`src/rtl/core/k_way_min_merge_macros.svh`:
```
// ---------------------------------------------------------------------------
// k_way_min_merge assertion macros
// Concurrent checks used by the merge core; all drop out with NO_ASSERTIONS.
// ---------------------------------------------------------------------------
`ifndef K_WAY_MIN_MERGE_MACROS_SVH
`define K_WAY_MIN_MERGE_MACROS_SVH

`ifndef NO_ASSERTIONS

// same-cycle implication
`define KWM_ASSERT_IMPLY(lbl, clk_s, rst_n_s, ante, cons) \
	lbl: assert property (@(posedge clk_s) disable iff (!(rst_n_s)) (ante) |-> (cons)) \
		else $error("kwm check failed");

// next-cycle implication
`define KWM_ASSERT_NEXT(lbl, clk_s, rst_n_s, ante, cons) \
	lbl: assert property (@(posedge clk_s) disable iff (!(rst_n_s)) (ante) |=> (cons)) \
		else $error("kwm check failed");

`else

`define KWM_ASSERT_IMPLY(lbl, clk_s, rst_n_s, ante, cons)
`define KWM_ASSERT_NEXT(lbl, clk_s, rst_n_s, ante, cons)

`endif

`endif

```
`src/rtl/core/kwm_pkg.sv`:
```
// ---------------------------------------------------------------------------
// kwm_pkg
// Shared widths, register map, state type and status struct of the merge core.
// ---------------------------------------------------------------------------
`timescale 1ns / 1ps
`default_nettype none

package kwm_pkg;

	localparam int KEY_W      = 31;
	localparam int TAG_W      = 32;
	localparam int WAY_W      = 5;
	localparam int CFG_W      = 6;
	localparam int APB_DATA_W = 32;
	localparam int APB_ADDR_W = 3;
	localparam int WAYS_DEF   = 32;

	localparam logic [CFG_W-1:0] WAYS_IN_USE_RST = 6'd21;

	// register index, taken from paddr[2]
	localparam logic REG_WAYS_IN_USE = 1'b0;

	typedef enum logic [1:0] {
		ST_IDLE,
		ST_EVAL,
		ST_SCAN,
		ST_EMIT
	} kwm_state_t;

	typedef struct packed {
		logic busy;
		logic done;
	} scan_stat_t;

endpackage

`default_nettype wire

```
`src/rtl/core/kwm_mem.sv`:
```
// ---------------------------------------------------------------------------
// kwm_mem
// Head record store: one key/tag entry per way, one write and one read port,
// registered read data.
// ---------------------------------------------------------------------------
`timescale 1ns / 1ps
`default_nettype none

module kwm_mem #(
	parameter int WAYS = kwm_pkg::WAYS_DEF
) (
	input  wire logic                          clk,
	input  wire logic                          we,
	input  wire logic [$clog2(WAYS)-1:0]       waddr,
	input  wire logic [kwm_pkg::KEY_W-1:0]     wkey,
	input  wire logic [kwm_pkg::TAG_W-1:0]     wtag,
	input  wire logic                          re,
	input  wire logic [$clog2(WAYS)-1:0]       raddr,
	output logic      [kwm_pkg::KEY_W-1:0]     rkey,
	output logic      [kwm_pkg::TAG_W-1:0]     rtag
);

	localparam int ENT_W = kwm_pkg::KEY_W + kwm_pkg::TAG_W;

	logic [ENT_W-1:0] mem [WAYS];
	logic [ENT_W-1:0] rdata_q;

	always_ff @(posedge clk) begin
		if (we) begin
			mem[waddr] <= {wkey, wtag};
		end
		if (re) begin
			rdata_q <= mem[raddr];
		end
	end

	assign rkey = rdata_q[ENT_W-1:kwm_pkg::TAG_W];
	assign rtag = rdata_q[kwm_pkg::TAG_W-1:0];

endmodule

`default_nettype wire

```
`src/rtl/core/kwm_scan.sv`:
```
// ---------------------------------------------------------------------------
// kwm_scan
// Minimum search: walks the head store one way per cycle and keeps the
// smallest key of the unfinished ways, lowest way on ties.
// ---------------------------------------------------------------------------
`timescale 1ns / 1ps
`default_nettype none

module kwm_scan #(
	parameter int WAYS = kwm_pkg::WAYS_DEF
) (
	input  wire logic                              clk,
	input  wire logic                              arst_n,
	input  wire logic                              start,
	input  wire logic [$clog2(WAYS+1)-1:0]         n_eff,
	input  wire logic [WAYS-1:0]                   fin,
	output logic                                   rd_en,
	output logic      [$clog2(WAYS)-1:0]           rd_addr,
	input  wire logic [kwm_pkg::KEY_W-1:0]         rd_key,
	input  wire logic [kwm_pkg::TAG_W-1:0]         rd_tag,
	output kwm_pkg::scan_stat_t                    stat,
	output logic      [$clog2(WAYS)-1:0]           best_idx,
	output logic      [kwm_pkg::KEY_W-1:0]         best_key,
	output logic      [kwm_pkg::TAG_W-1:0]         best_tag
);

	localparam int NW   = $clog2(WAYS + 1);
	localparam int WIDX = $clog2(WAYS);

	logic [NW-1:0]            idx_q;
	logic                     issuing_q;
	logic                     v_s1;
	logic [WIDX-1:0]          i_s1;
	logic                     last_s1;
	logic                     done_q;
	logic                     found_q;
	logic [WIDX-1:0]          best_idx_q;
	logic [kwm_pkg::KEY_W-1:0] best_key_q;
	logic [kwm_pkg::TAG_W-1:0] best_tag_q;
	logic                     last_issue;
	logic                     take;

	assign last_issue = (idx_q == n_eff - NW'(1));
	// strict less-than keeps the lower way on equal keys
	assign take = v_s1 && !fin[i_s1] && (!found_q || (rd_key < best_key_q));

	always_ff @(posedge clk or negedge arst_n) begin
		if (!arst_n) begin
			issuing_q <= 1'b0;
			idx_q     <= '0;
			v_s1      <= 1'b0;
			done_q    <= 1'b0;
			found_q   <= 1'b0;
		end else begin
			v_s1   <= issuing_q;
			done_q <= v_s1 && last_s1;
			if (start) begin
				issuing_q <= 1'b1;
				idx_q     <= '0;
				found_q   <= 1'b0;
			end else begin
				if (issuing_q) begin
					idx_q <= idx_q + NW'(1);
					if (last_issue) begin
						issuing_q <= 1'b0;
					end
				end
				if (take) begin
					found_q <= 1'b1;
				end
			end
		end
	end

	always_ff @(posedge clk) begin
		i_s1    <= idx_q[WIDX-1:0];
		last_s1 <= last_issue;
		if (take) begin
			best_idx_q <= i_s1;
			best_key_q <= rd_key;
			best_tag_q <= rd_tag;
		end
	end

	assign rd_en     = issuing_q;
	assign rd_addr   = idx_q[WIDX-1:0];
	assign stat.busy = issuing_q | v_s1;
	assign stat.done = done_q;
	assign best_idx  = best_idx_q;
	assign best_key  = best_key_q;
	assign best_tag  = best_tag_q;

endmodule

`default_nettype wire

```
`src/rtl/core/k_way_min_merge.sv`:
```
// ---------------------------------------------------------------------------
// k_way_min_merge
// Merges up to WAYS sorted runs: holds one head per way, emits the smallest
// head once all unfinished ways hold one, and a done word when all finish.
// ---------------------------------------------------------------------------
//  channel  | handshake                | payload
//  ---------+--------------------------+-----------------------------------------
//  in       | in_valid / in_stall      | way, record_key, record_tag, exhausted
//  out      | out_valid / out_stall    | out_key, out_tag, refill_way, merge_done
//  cfg      | psel/penable/pwrite/...  | ways_in_use at byte address 0
//
//  A word that yields no result passes through accept and evaluate.
//  A word that yields a record also passes through a minimum search, which
//  reads the head store one way per cycle on its single read port.
//  A done word clears the valid and finished flags at once.
//  in_stall is high after acceptance until the result is loaded into the output
//  register or no result is due; a stalled output holds the core in its evaluate or emit state.
// ---------------------------------------------------------------------------
`timescale 1ns / 1ps
`default_nettype none
`include "k_way_min_merge_macros.svh"

module k_way_min_merge #(
	parameter int WAYS = kwm_pkg::WAYS_DEF
) (
	input  wire logic                              clk,
	input  wire logic                              arst_n,
	// input words
	input  wire logic                              in_valid,
	output logic                                   in_stall,
	input  wire logic [kwm_pkg::WAY_W-1:0]         way,
	input  wire logic [kwm_pkg::KEY_W-1:0]         record_key,
	input  wire logic [kwm_pkg::TAG_W-1:0]         record_tag,
	input  wire logic                              exhausted,
	// result words
	output logic                                   out_valid,
	input  wire logic                              out_stall,
	output logic      [kwm_pkg::KEY_W-1:0]         out_key,
	output logic      [kwm_pkg::TAG_W-1:0]         out_tag,
	output logic      [kwm_pkg::WAY_W-1:0]         refill_way,
	output logic                                   merge_done,
	// configuration
	input  wire logic                              psel,
	input  wire logic                              penable,
	input  wire logic                              pwrite,
	input  wire logic [kwm_pkg::APB_ADDR_W-1:0]    paddr,
	input  wire logic [kwm_pkg::APB_DATA_W-1:0]    pwdata,
	output logic      [kwm_pkg::APB_DATA_W-1:0]    prdata,
	output logic                                   pready
);

	localparam int NW   = $clog2(WAYS + 1);
	localparam int WIDX = $clog2(WAYS);

	kwm_pkg::kwm_state_t state_q, state_d;

	logic [kwm_pkg::CFG_W-1:0] ways_q;
	logic [WAYS-1:0]           valid_q;
	logic [WAYS-1:0]           fin_q;
	logic [WAYS-1:0]           in_use;

	logic [7:0]      cfg8;
	logic [7:0]      cap8;
	logic [7:0]      n8;
	logic [7:0]      way8;
	logic [NW-1:0]   n_eff;
	logic [WIDX-1:0] widx;
	logic            in_range;
	logic            in_acc;
	logic            upd;
	logic            all_done;
	logic            all_ready;

	logic            out_valid_q;
	logic [kwm_pkg::KEY_W-1:0] out_key_q;
	logic [kwm_pkg::TAG_W-1:0] out_tag_q;
	logic [kwm_pkg::WAY_W-1:0] refill_q;
	logic            done_q;
	logic            out_free;
	logic            load_done;
	logic            load_rec;
	logic            scan_start;
	logic [7:0]      best8;

	logic                      rd_en;
	logic [WIDX-1:0]           rd_addr;
	logic [kwm_pkg::KEY_W-1:0] rd_key;
	logic [kwm_pkg::TAG_W-1:0] rd_tag;
	kwm_pkg::scan_stat_t       scan_stat;
	logic [WIDX-1:0]           best_idx;
	logic [kwm_pkg::KEY_W-1:0] best_key;
	logic [kwm_pkg::TAG_W-1:0] best_tag;

	logic cfg_hit;
	logic cfg_wr;

	// ---- configuration port ----
	assign pready  = 1'b1;
	assign cfg_hit = (paddr[2] == kwm_pkg::REG_WAYS_IN_USE);
	assign cfg_wr  = psel && penable && pwrite && cfg_hit;
	assign prdata  = cfg_hit ? kwm_pkg::APB_DATA_W'(ways_q) : '0;

	always_ff @(posedge clk or negedge arst_n) begin
		if (!arst_n) begin
			ways_q <= kwm_pkg::WAYS_IN_USE_RST;
		end else if (cfg_wr) begin
			ways_q <= pwdata[kwm_pkg::CFG_W-1:0];
		end
	end

	// effective way count: 0 acts as 1, clipped to WAYS
	assign cfg8  = 8'(ways_q);
	assign cap8  = 8'(WAYS);
	assign n8    = (cfg8 == 8'd0) ? 8'd1 : ((cfg8 > cap8) ? cap8 : cfg8);
	assign n_eff = n8[NW-1:0];

	assign way8     = 8'(way);
	assign in_range = (way8 < n8);
	assign widx     = way8[WIDX-1:0];
	assign in_acc   = in_valid && !in_stall;
	assign upd      = in_acc && in_range && !valid_q[widx] && !fin_q[widx];

	always_comb begin
		for (int i = 0; i < WAYS; i++) begin
			in_use[i] = (8'(i) < n8);
		end
	end

	assign all_done  = &(fin_q | ~in_use);
	assign all_ready = &(fin_q | valid_q | ~in_use);

	// ---- control ----
	assign out_free = !out_valid_q || !out_stall;
	assign in_stall = (state_q != kwm_pkg::ST_IDLE);

	always_ff @(posedge clk or negedge arst_n) begin
		if (!arst_n) begin
			state_q <= kwm_pkg::ST_IDLE;
		end else begin
			state_q <= state_d;
		end
	end

	always_comb begin
		state_d    = state_q;
		load_done  = 1'b0;
		load_rec   = 1'b0;
		scan_start = 1'b0;
		case (state_q)
			kwm_pkg::ST_IDLE: begin
				if (in_acc) begin
					state_d = kwm_pkg::ST_EVAL;
				end
			end
			kwm_pkg::ST_EVAL: begin
				if (all_done) begin
					if (out_free) begin
						load_done = 1'b1;
						state_d   = kwm_pkg::ST_IDLE;
					end
				end else if (all_ready) begin
					scan_start = 1'b1;
					state_d    = kwm_pkg::ST_SCAN;
				end else begin
					state_d = kwm_pkg::ST_IDLE;
				end
			end
			kwm_pkg::ST_SCAN: begin
				if (scan_stat.done) begin
					state_d = kwm_pkg::ST_EMIT;
				end
			end
			kwm_pkg::ST_EMIT: begin
				if (out_free) begin
					load_rec = 1'b1;
					state_d  = kwm_pkg::ST_IDLE;
				end
			end
			default: begin
				state_d = kwm_pkg::ST_IDLE;
			end
		endcase
	end

	// ---- per-way flags ----
	always_ff @(posedge clk or negedge arst_n) begin
		if (!arst_n) begin
			valid_q <= '0;
			fin_q   <= '0;
		end else if (load_done) begin
			valid_q <= '0;
			fin_q   <= '0;
		end else begin
			if (upd) begin
				if (exhausted) begin
					fin_q[widx] <= 1'b1;
				end else begin
					valid_q[widx] <= 1'b1;
				end
			end
			if (load_rec) begin
				valid_q[best_idx] <= 1'b0;
			end
		end
	end

	// ---- head store and search; input is stalled during a scan ----
	kwm_mem #(
		.WAYS (WAYS)
	) u_mem (
		.clk   (clk),
		.we    (upd && !exhausted),
		.waddr (widx),
		.wkey  (record_key),
		.wtag  (record_tag),
		.re    (rd_en),
		.raddr (rd_addr),
		.rkey  (rd_key),
		.rtag  (rd_tag)
	);

	kwm_scan #(
		.WAYS (WAYS)
	) u_scan (
		.clk      (clk),
		.arst_n   (arst_n),
		.start    (scan_start),
		.n_eff    (n_eff),
		.fin      (fin_q),
		.rd_en    (rd_en),
		.rd_addr  (rd_addr),
		.rd_key   (rd_key),
		.rd_tag   (rd_tag),
		.stat     (scan_stat),
		.best_idx (best_idx),
		.best_key (best_key),
		.best_tag (best_tag)
	);

	// ---- output register ----
	assign best8 = 8'(best_idx);

	always_ff @(posedge clk or negedge arst_n) begin
		if (!arst_n) begin
			out_valid_q <= 1'b0;
		end else if (load_done || load_rec) begin
			out_valid_q <= 1'b1;
		end else if (!out_stall) begin
			out_valid_q <= 1'b0;
		end
	end

	always_ff @(posedge clk) begin
		if (load_done) begin
			out_key_q <= '0;
			out_tag_q <= '0;
			refill_q  <= '0;
			done_q    <= 1'b1;
		end else if (load_rec) begin
			out_key_q <= best_key;
			out_tag_q <= best_tag;
			refill_q  <= best8[kwm_pkg::WAY_W-1:0];
			done_q    <= 1'b0;
		end
	end

	assign out_valid  = out_valid_q;
	assign out_key    = out_key_q;
	assign out_tag    = out_tag_q;
	assign refill_way = refill_q;
	assign merge_done = done_q;

	// ---- checks ----
	`KWM_ASSERT_IMPLY(a_load_slot_free, clk, arst_n, (load_done || load_rec), out_free)
	`KWM_ASSERT_IMPLY(a_emit_head_valid, clk, arst_n, load_rec, (valid_q[best_idx] && !fin_q[best_idx]))
	`KWM_ASSERT_NEXT(a_done_clears, clk, arst_n, load_done, ((valid_q == '0) && (fin_q == '0)))
	`KWM_ASSERT_IMPLY(a_scan_in_state, clk, arst_n, scan_stat.busy, (state_q == kwm_pkg::ST_SCAN))

endmodule

`default_nettype wire

```
`config.mk`:
```
export PLATFORM = sky130hd
export DESIGN_NAME = k_way_min_merge
export DESIGN_NICKNAME = d
export VERILOG_FILES = /design/src/rtl/core/kwm_pkg.sv /design/src/rtl/core/kwm_mem.sv /design/src/rtl/core/kwm_scan.sv /design/src/rtl/core/k_way_min_merge.sv
export VERILOG_INCLUDE_DIRS = /design/src /design/src/rtl/core
export SDC_FILE = /design/constraint.sdc
export NUM_CORES = 2
export LEC_CHECK = 0
export BUFFER_PORTS_ARGS = -buffer_cell sky130_fd_sc_hd__buf_2
export CORE_ASPECT_RATIO = 2
export CORE_UTILIZATION = 30
export CTS_CLUSTER_SIZE = 28
export DETAILED_ROUTE_END_ITERATION = 7
export PLACE_DENSITY_LB_ADDON = 0.08
export SLEW_MARGIN = 20
export SYNTH_ARGS = -nofsm -noshare
export SYNTH_HDL_FRONTEND = slang
export SYNTH_SLANG_ARGS = --single-unit
```
`constraint.sdc`:
```
create_clock -name clk -period 10.3 [get_ports clk]
set_clock_uncertainty 0.15 [all_clocks]
set_input_delay 2.06 -clock clk [delete_from_list [all_inputs] [get_ports clk]]
set_output_delay 2.06 -clock clk [all_outputs]
set_load 0.1 [all_outputs]
```
Word level (Yosys, flattened, before mapping)
Memory sizes are Yosys's and may differ from the RTL's. A register that Yosys moved wholly into a read port is not among the register bits. Index checks and enable logic that the tools add are counted.

Logic and storage cells: 158. Memories: 1. Latch bits: 0. RAM bits: 2016. Bits in registers: 226. ROM bits: 0.

Magnitude comparators: 40. Reductions and logical operators: 35. Divide/modulo/power cells: 0. Equality and inequality tests: 7. $mul: 0. Add/subtract/negate cells: 2. Shift-type cells: 0. Bitwise gates (word level): 9. Muxes and demuxes: 45.

Memory list: u_mem.mem (words 32, bits a word 63, rd ports 1, clocked after memory_dff 1, wr ports 1, line kwm_mem.sv:25) `logic [ENT_W-1:0] mem [WAYS];`.

Operator list (number): 2-to-1 mux 32 bit (8); bitwise OR 32 bit (5); less-than comparator 5 x 6 -> 1 bit (first input constant) (16); inverter 32 bit (2); AND reduction 32 bit (2); less-than comparator 4 x 6 -> 1 bit (first input constant) (8); bitwise AND 32 bit (1); less-than comparator 31 bit (1); 2-to-1 mux 6 bit (5); less-than comparator 3 x 6 -> 1 bit (first input constant) (4); 2-to-1 mux 1 bit (21); less-than comparator 5 x 6 -> 1 bit (second input constant) (3); binary-select mux 1 bit (select 5 bit) (3); logical AND 1 bit (13); less-than comparator 1 x 6 -> 1 bit (first input constant) (2); less-than comparator 2 x 6 -> 1 bit (first input constant) (2); demux 1 bit (select 5 bit) (2); >= comparator 5 x 1 -> 1 bit (second input constant) (2); 2-to-1 mux 2 bit (5); nonzero test 2 bit (5); zero test 1 bit (8); zero test 8 bit (1); one-hot mux 2 bit (4 select lines) (1); adder 6 x 1 -> 6 bit (second input constant) (1); 12 further kinds (17).

Longest topological paths before layout
Depth after elaboration: 13. Gate-level depth with buffers: 16. Depth with buffers taken out: 11.

Hierarchy
From an unflattened synthesis, not the netlist that was laid out.

Cell total of the unflattened synthesis: 4210. Area, all modules: 89392.0 um2.

Modules (own cells, without submodules): kwm_mem (instances 1, sequential area each 62429.9 um2, cells an instance 3055, area an instance 78403.9 um2); k_way_min_merge (instances 1, sequential area each 3211.8 um2, cells an instance 893, area an instance 7194.4 um2); kwm_scan (instances 1, sequential area each 2412.3 um2, cells an instance 262, area an instance 3793.6 um2).

Worst setup path before layout
Ideal clock, no wire load.

Path type: input -> register. From: input port way[2] in the netlist's numbering. To: register valid_q[6]. Setup slack: -0.554 ns. Cell stages on the path: 10. Data arrival time: 10.612 ns. Required time: 10.058 ns. Cell sequence: clkbuf_1 > or3b_2 > clkbuf_1 > nor3_1 > a21oi_1 > a32oi_1 > or3_1 > buf_2 > nor4_1 > o221a_2.

Word-level cells in the longest chain between the ends: 11. Elaborated cells on any way between the ends: 22. Those cells by class: order compare: 3; mux: 11; bitwise: 2; reduce/logical: 6.

Ends and longest elaborated chain: start, declared (line k_way_min_merge.sv:31) `input wire logic [kwm_pkg::WAY_W-1:0] way,`; less-than comparator 5 x 6 -> 1 bit (implied by the code) / >= comparator 5 x 1 -> 1 bit (equally long branches) (line k_way_min_merge.sv:198) `valid_q[widx] <= 1'b1;`; logical AND 1 bit (implied by the code) (line k_way_min_merge.sv:198); 2-to-1 mux 1 bit (implied by the code) (line k_way_min_merge.sv:198); demux 1 bit (select 5 bit) (line k_way_min_merge.sv:198); bitwise OR 32 bit (no source line); 2-to-1 mux 32 bit (line k_way_min_merge.sv:195) `if (exhausted) begin`; 2-to-1 mux 32 bit * (line k_way_min_merge.sv:194) `if (upd) begin`; 2-to-1 mux 32 bit * (line k_way_min_merge.sv:190) `end else if (load_done) begin`; bitwise AND 32 bit (no source line); 2-to-1 mux 32 bit * (line k_way_min_merge.sv:201) `if (load_rec) begin`; 2-to-1 mux 32 bit * (line k_way_min_merge.sv:190); end signal, assigned (line k_way_min_merge.sv:188) `valid_q <= '0;`; end signal, assigned (line k_way_min_merge.sv:191) `valid_q <= '0;`; end signal, assigned by index (line k_way_min_merge.sv:202) `valid_q[best_idx] <= 1'b0;`; end, declared (line k_way_min_merge.sv:58) `logic [WAYS-1:0] valid_q;`.

Every way passes the cells marked *; elsewhere a longest branch is shown, timed or not. The select of a mux whose other input is x is not followed. A chain may end at the register's enable or synchronous reset.

Worst setup path in the final report
From: register ways_q[5] in the netlist's numbering. To: memory u_mem.mem[22][12] in the netlist's numbering, enable pin.

Word-level cells in the longest chain between the ends: 10. Elaborated cells on any way between the ends: 11. Those cells by class: order compare: 2; mux: 4; reduce/logical: 5.

Ends and longest elaborated chain: start, declared (line k_way_min_merge.sv:57) `logic [kwm_pkg::CFG_W-1:0] ways_q;`; start signal, assigned (line k_way_min_merge.sv:105) `ways_q <= kwm_pkg::WAYS_IN_USE_RST;`; start signal, assigned (line k_way_min_merge.sv:107) `ways_q <= pwdata[kwm_pkg::CFG_W-1:0];`; > comparator 6 bit (line k_way_min_merge.sv:114) `assign n8 = (cfg8 == 8'd0) ? 8'd1 : ((cfg8 > cap8) ? cap8 : cfg8);`; 2-to-1 mux 6 bit (line k_way_min_merge.sv:114); 2-to-1 mux 6 bit * (line k_way_min_merge.sv:114); less-than comparator 5 x 6 -> 1 bit * (line k_way_min_merge.sv:118) `assign in_range = (way8 < n8);`; logical AND 1 bit * (3 in a row) (line k_way_min_merge.sv:121) `assign upd = in_acc && in_range && !valid_q[widx] && !fin_q[widx];`; logical AND 1 bit * (line k_way_min_merge.sv:212) `.we (upd && !exhausted),`; 2-to-1 mux 1 bit * (line kwm_mem.sv:29) `if (we) begin`; 2-to-1 mux 1 bit (implied by the code) * (line kwm_mem.sv:30) `mem[waddr] <= {wkey, wtag};`; end, declared (line kwm_mem.sv:25).

Every way passes the cells marked *; elsewhere a longest branch is shown, timed or not.

==> impl_metrics.py <==
metrics = {
    "outcome": {
        "outcome": "finished clean",
    },
    "global_route": {
        "grt_max_degree": 102,
        "grt_usage_pct": 17.7,
        "grt-ovfl-total": 0,
        "grt_first_pass_wirelength_um": 371000,
        "antenna_found_initial": 30,
        "grt_pass1_vias": 45257,
    },
    "final_layout": {
        "fin_util_pct": 34.5,
        "nFillCells": 27451,
        "final_area_mm2": 0.102,
        "multi_input_area_mm2": 0.0198,
        "syn2layout_area_growth_pct": 14.2,
        "drive_above_1_share_pct": 30.7,
        "nNetsFinal": 4436,
        "regArea_mm2": 0.0681,
    },
    "power_and_ir_drop": {
        "power_per_cell_area_mw_per_mm2": 201,
        "peakVddDrop_mv": 0.163,
        "power_leakage_nw": 31.0,
        "p_total_w": 0.0205,
    },
    "detailed_routing": {
        "drt_pass1_iterations": 5,
        "vias": 41669,
        "wirelength_um": 265000,
        "vias_per_cell": 5.02,
        "antenna_left": 0,
        "drc": 0,
        "drt_iter0_markers": 2885,
        "wire_per_inst_um": 31.9,
    },
    "critical_path": {
        "critical_path_class": "register to register",
        "crit_path_start_kind": "register",
        "end_kind": "register",
        "cp.arrival_ps": 6470,
        "cp.required_ps": 10670,
        "crit_fanout": 39,
    },
    "floorplanning": {
        "die_width_um": 387,
        "start_util_pct": 30.2,
        "num_rows": 282,
        "core_area_mm2": 0.295,
        "dieArea_mm2": 0.299,
        "io_pins": 215,
        "die_y_um": 772,
    },
    "place": {
        "dpl-instance-area_mm2": 0.0947,
        "gp_congestion": 0.830,
        "dp_hpwl_um": 140000,
        "portBuffers": 159,
    },
    "clocking": {
        "root_buffer": "clkbuf_16",
        "cts_setup_buffers": 0,
        "clk_latency_ps": 890,
        "clk_pin_slew_ps": 70,
        "numCtsBuffers": 222,
        "cts_tree": "yes",
        "post_cts_resized": 0,
        "cts_htree_levels": 4,
        "cts_buffer_depth": 4,
        "cts.sinks": 2305,
        "cts-hold-fix-buffers": 0,
    },
    "synth": {
        "synthFlopType": "edfxtp_1",
        "synth_edf_count": 2147,
        "synth-seq-cells": 2305,
        "yosys_warnings": 0,
        "seq_area_frac_synth_pct": 76.6,
        "synth-async-reset-ratio_pct": 3.60,
        "synthesis.area_mm2": 0.0889,
        "synthCells": 4034,
        "ys_types": 72,
        "synth_area_per_cell_um2": 22.0,
    },
    "sta": {
        "max-slew-margin-rel_pct": 25.2,
        "hold_violations": 0,
        "final_max_slew_viol_count": 0,
        "finalSetupViolCount": 0,
        "tightest_slew_ps": 1120,
        "rsz0062_at_grt": "no",
        "finalCritPeriodShare_pct": 59.2,
        "fmax_mhz": 164,
        "fin_crit_ps": 6100,
        "setup_tns_ps": 0,
    },
    "job": {
        "cap_violations": 0,
    },
    "min_path": {
        "hold_path_class": "register to register",
    },
}
sequential cells by signal, indices dropped and copies added (netlist names), 2 cells and up:
register / flops
fin_q: 32
u_mem.rdata_q: 63
refill_way: 5
valid_q: 32
u_scan.best_tag: 32
u_scan.idx_q: 6
u_scan.best_key: 31
out_tag: 32
u_scan.best_idx: 5
u_scan.i_s1: 5
out_key: 31
u_mem.mem: 2016
state_q: 2
ways_q: 6
worst max-delay path: stages (launching register included):
cell      delay (ps)
dfrtp_1          810
inv_1            490
nand2_1          250
ha_1             270
a21o_1           160
a21oi_1          460
o221ai_1         220
o21bai_1         240
or3_2            500
buf_4            330
nor3_2           260
buf_4            570
buf_4            740
cell usage after synthesis (6+ instances only):
| master | count | area share (%) |
|---|---|---|
| nor4_1 | 21 | 0.15 |
| xor2_1 | 7 | 0.069 |
| a31oi_1 | 27 | 0.19 |
| a21o_1 | 15 | 0.13 |
| dfxtp_1 | 75 | 1.7 |
| nand2_1 | 167 | 0.71 |
| o21a_1 | 9 | 0.076 |
| ha_1 | 38 | 0.54 |
| nand3_1 | 7 | 0.039 |
| nor2b_1 | 9 | 0.063 |
| mux4_2 | 641 | 16 |
| buf_4 | 30 | 0.25 |
| or2_2 | 7 | 0.049 |
| o221a_2 | 32 | 0.41 |
| nand4_1 | 14 | 0.099 |
| buf_2 | 14 | 0.079 |
| a21oi_1 | 108 | 0.61 |
| nor3_1 | 50 | 0.28 |
| clkbuf_1 | 168 | 0.71 |
| or3_1 | 6 | 0.042 |
| a211oi_1 | 12 | 0.10 |
| a211o_1 | 7 | 0.069 |
| buf_1 | 36 | 0.15 |
| edfxtp_1 | 2147 | 73 |
| o21ai_0 | 12 | 0.068 |
| o22ai_1 | 6 | 0.042 |
| nand2b_1 | 11 | 0.077 |
| nor2_1 | 75 | 0.32 |
| inv_1 | 49 | 0.21 |
| mux2_2 | 69 | 0.87 |
| dfrtp_1 | 80 | 2.3 |
kinds of logic (layout without fill, tap and decap cells):
| group | Yosys count | count (layout) | synth area share [%] |
|---|---|---|---|
| xor+xnor | 11 | 11 | 0.108 |
| simple gates | 404 | 404 | 2.16 |
| mux | 712 | 712 | 17.1 |
| other cells | 2 | 33 | 0.00845 |
| fa+ha+maj | 38 | 38 | 0.535 |
| compound gates | 260 | 260 | 2.00 |
| buf+inv | 302 | 705 | 1.46 |
| flops | 2305 | 2305 | 76.6 |
layout make-up:
cell class | count | share of cell area [%]
antenna | 6 | 0.0148
clock buffer | 280 | 5.77
clock inverter | 119 | 0.945
inverter | 49 | 0.181
multi-input combinational | 1452 | 19.5
sequential | 2305 | 67.1
tap | 3834 | 4.73
timing repair buffer | 257 | 1.77
final timing paths:
check	endpoint	cells past startpoint	slack, ps	start
setup / recovery	u_mem.mem[22][12]	12	4200	ways_q[5]
max in group asynchronous	fin_q[29]	2	7850	arst_n
hold / removal	u_scan.best_tag[3]	0	260	u_mem.rdata_q[3]
hold reg to reg	u_scan.best_tag[3]	0	260	u_mem.rdata_q[3]
setup reg to reg	u_mem.mem[22][12]	12	4200	ways_q[5]
min in group asynchronous	fin_q[9]	1	900	arst_n
stage by stage:
stage	setup slack (ps)	instances	hold slack (ps)
5_1_grt	3970	8297	259
4_1_cts	4160	8296	260
3_3_place_gp	3340	7897	258
6_report	4200	8302	262
3_5_place_dp	3360	7897	255
2_1_floorplan	-554	4059	195
layer usage:
| layer | global-route usage [%] | routed length, µm | up-vias |
|---|---|---|---|
| li1 | - | - | 17354 |
| met1 | 20.9 | 102000 | 23060 |
| met2 | 33.7 | 147000 | 881 |
| met3 | 2.00 | 8280 | 368 |
| met4 | 4.78 | 6900 | 6 |
| met5 | 0 | 31 | - |
layout by cell type, fill, tap and decap left out, drive strengths merged, types with 14 or more instances in the layout:
| master | Yosys | layout |
|---|---|---|
| clkbuf | 168 | 280 |
| a31oi | 27 | 27 |
| dfxtp | 75 | 75 |
| o221a | 32 | 32 |
| a21oi | 108 | 108 |
| nor4 | 22 | 22 |
| inv | 49 | 57 |
| nor3 | 51 | 51 |
| o21ai | 14 | 14 |
| mux2 | 69 | 69 |
| a21o | 15 | 15 |
| nand2 | 167 | 167 |
| nand4 | 14 | 14 |
| conb | 2 | 27 |
| mux4 | 641 | 641 |
| nor2 | 77 | 77 |
| dfrtp | 80 | 80 |
| clkinv | 0 | 96 |
| edfxtp | 2147 | 2147 |
| buf | 85 | 257 |
| ha | 38 | 38 |
where the power goes:
group | leakage [nW] | internal (W) | switching (W)
logic | 6.64 | 0.000940 | 0.00108
registers | 21.0 | 0.0103 | 0.000142
clock network | 3.36 | 0.00434 | 0.00363
total | 31.0 | 0.0156 | 0.00485
Power figures use the tool's default switching activity.
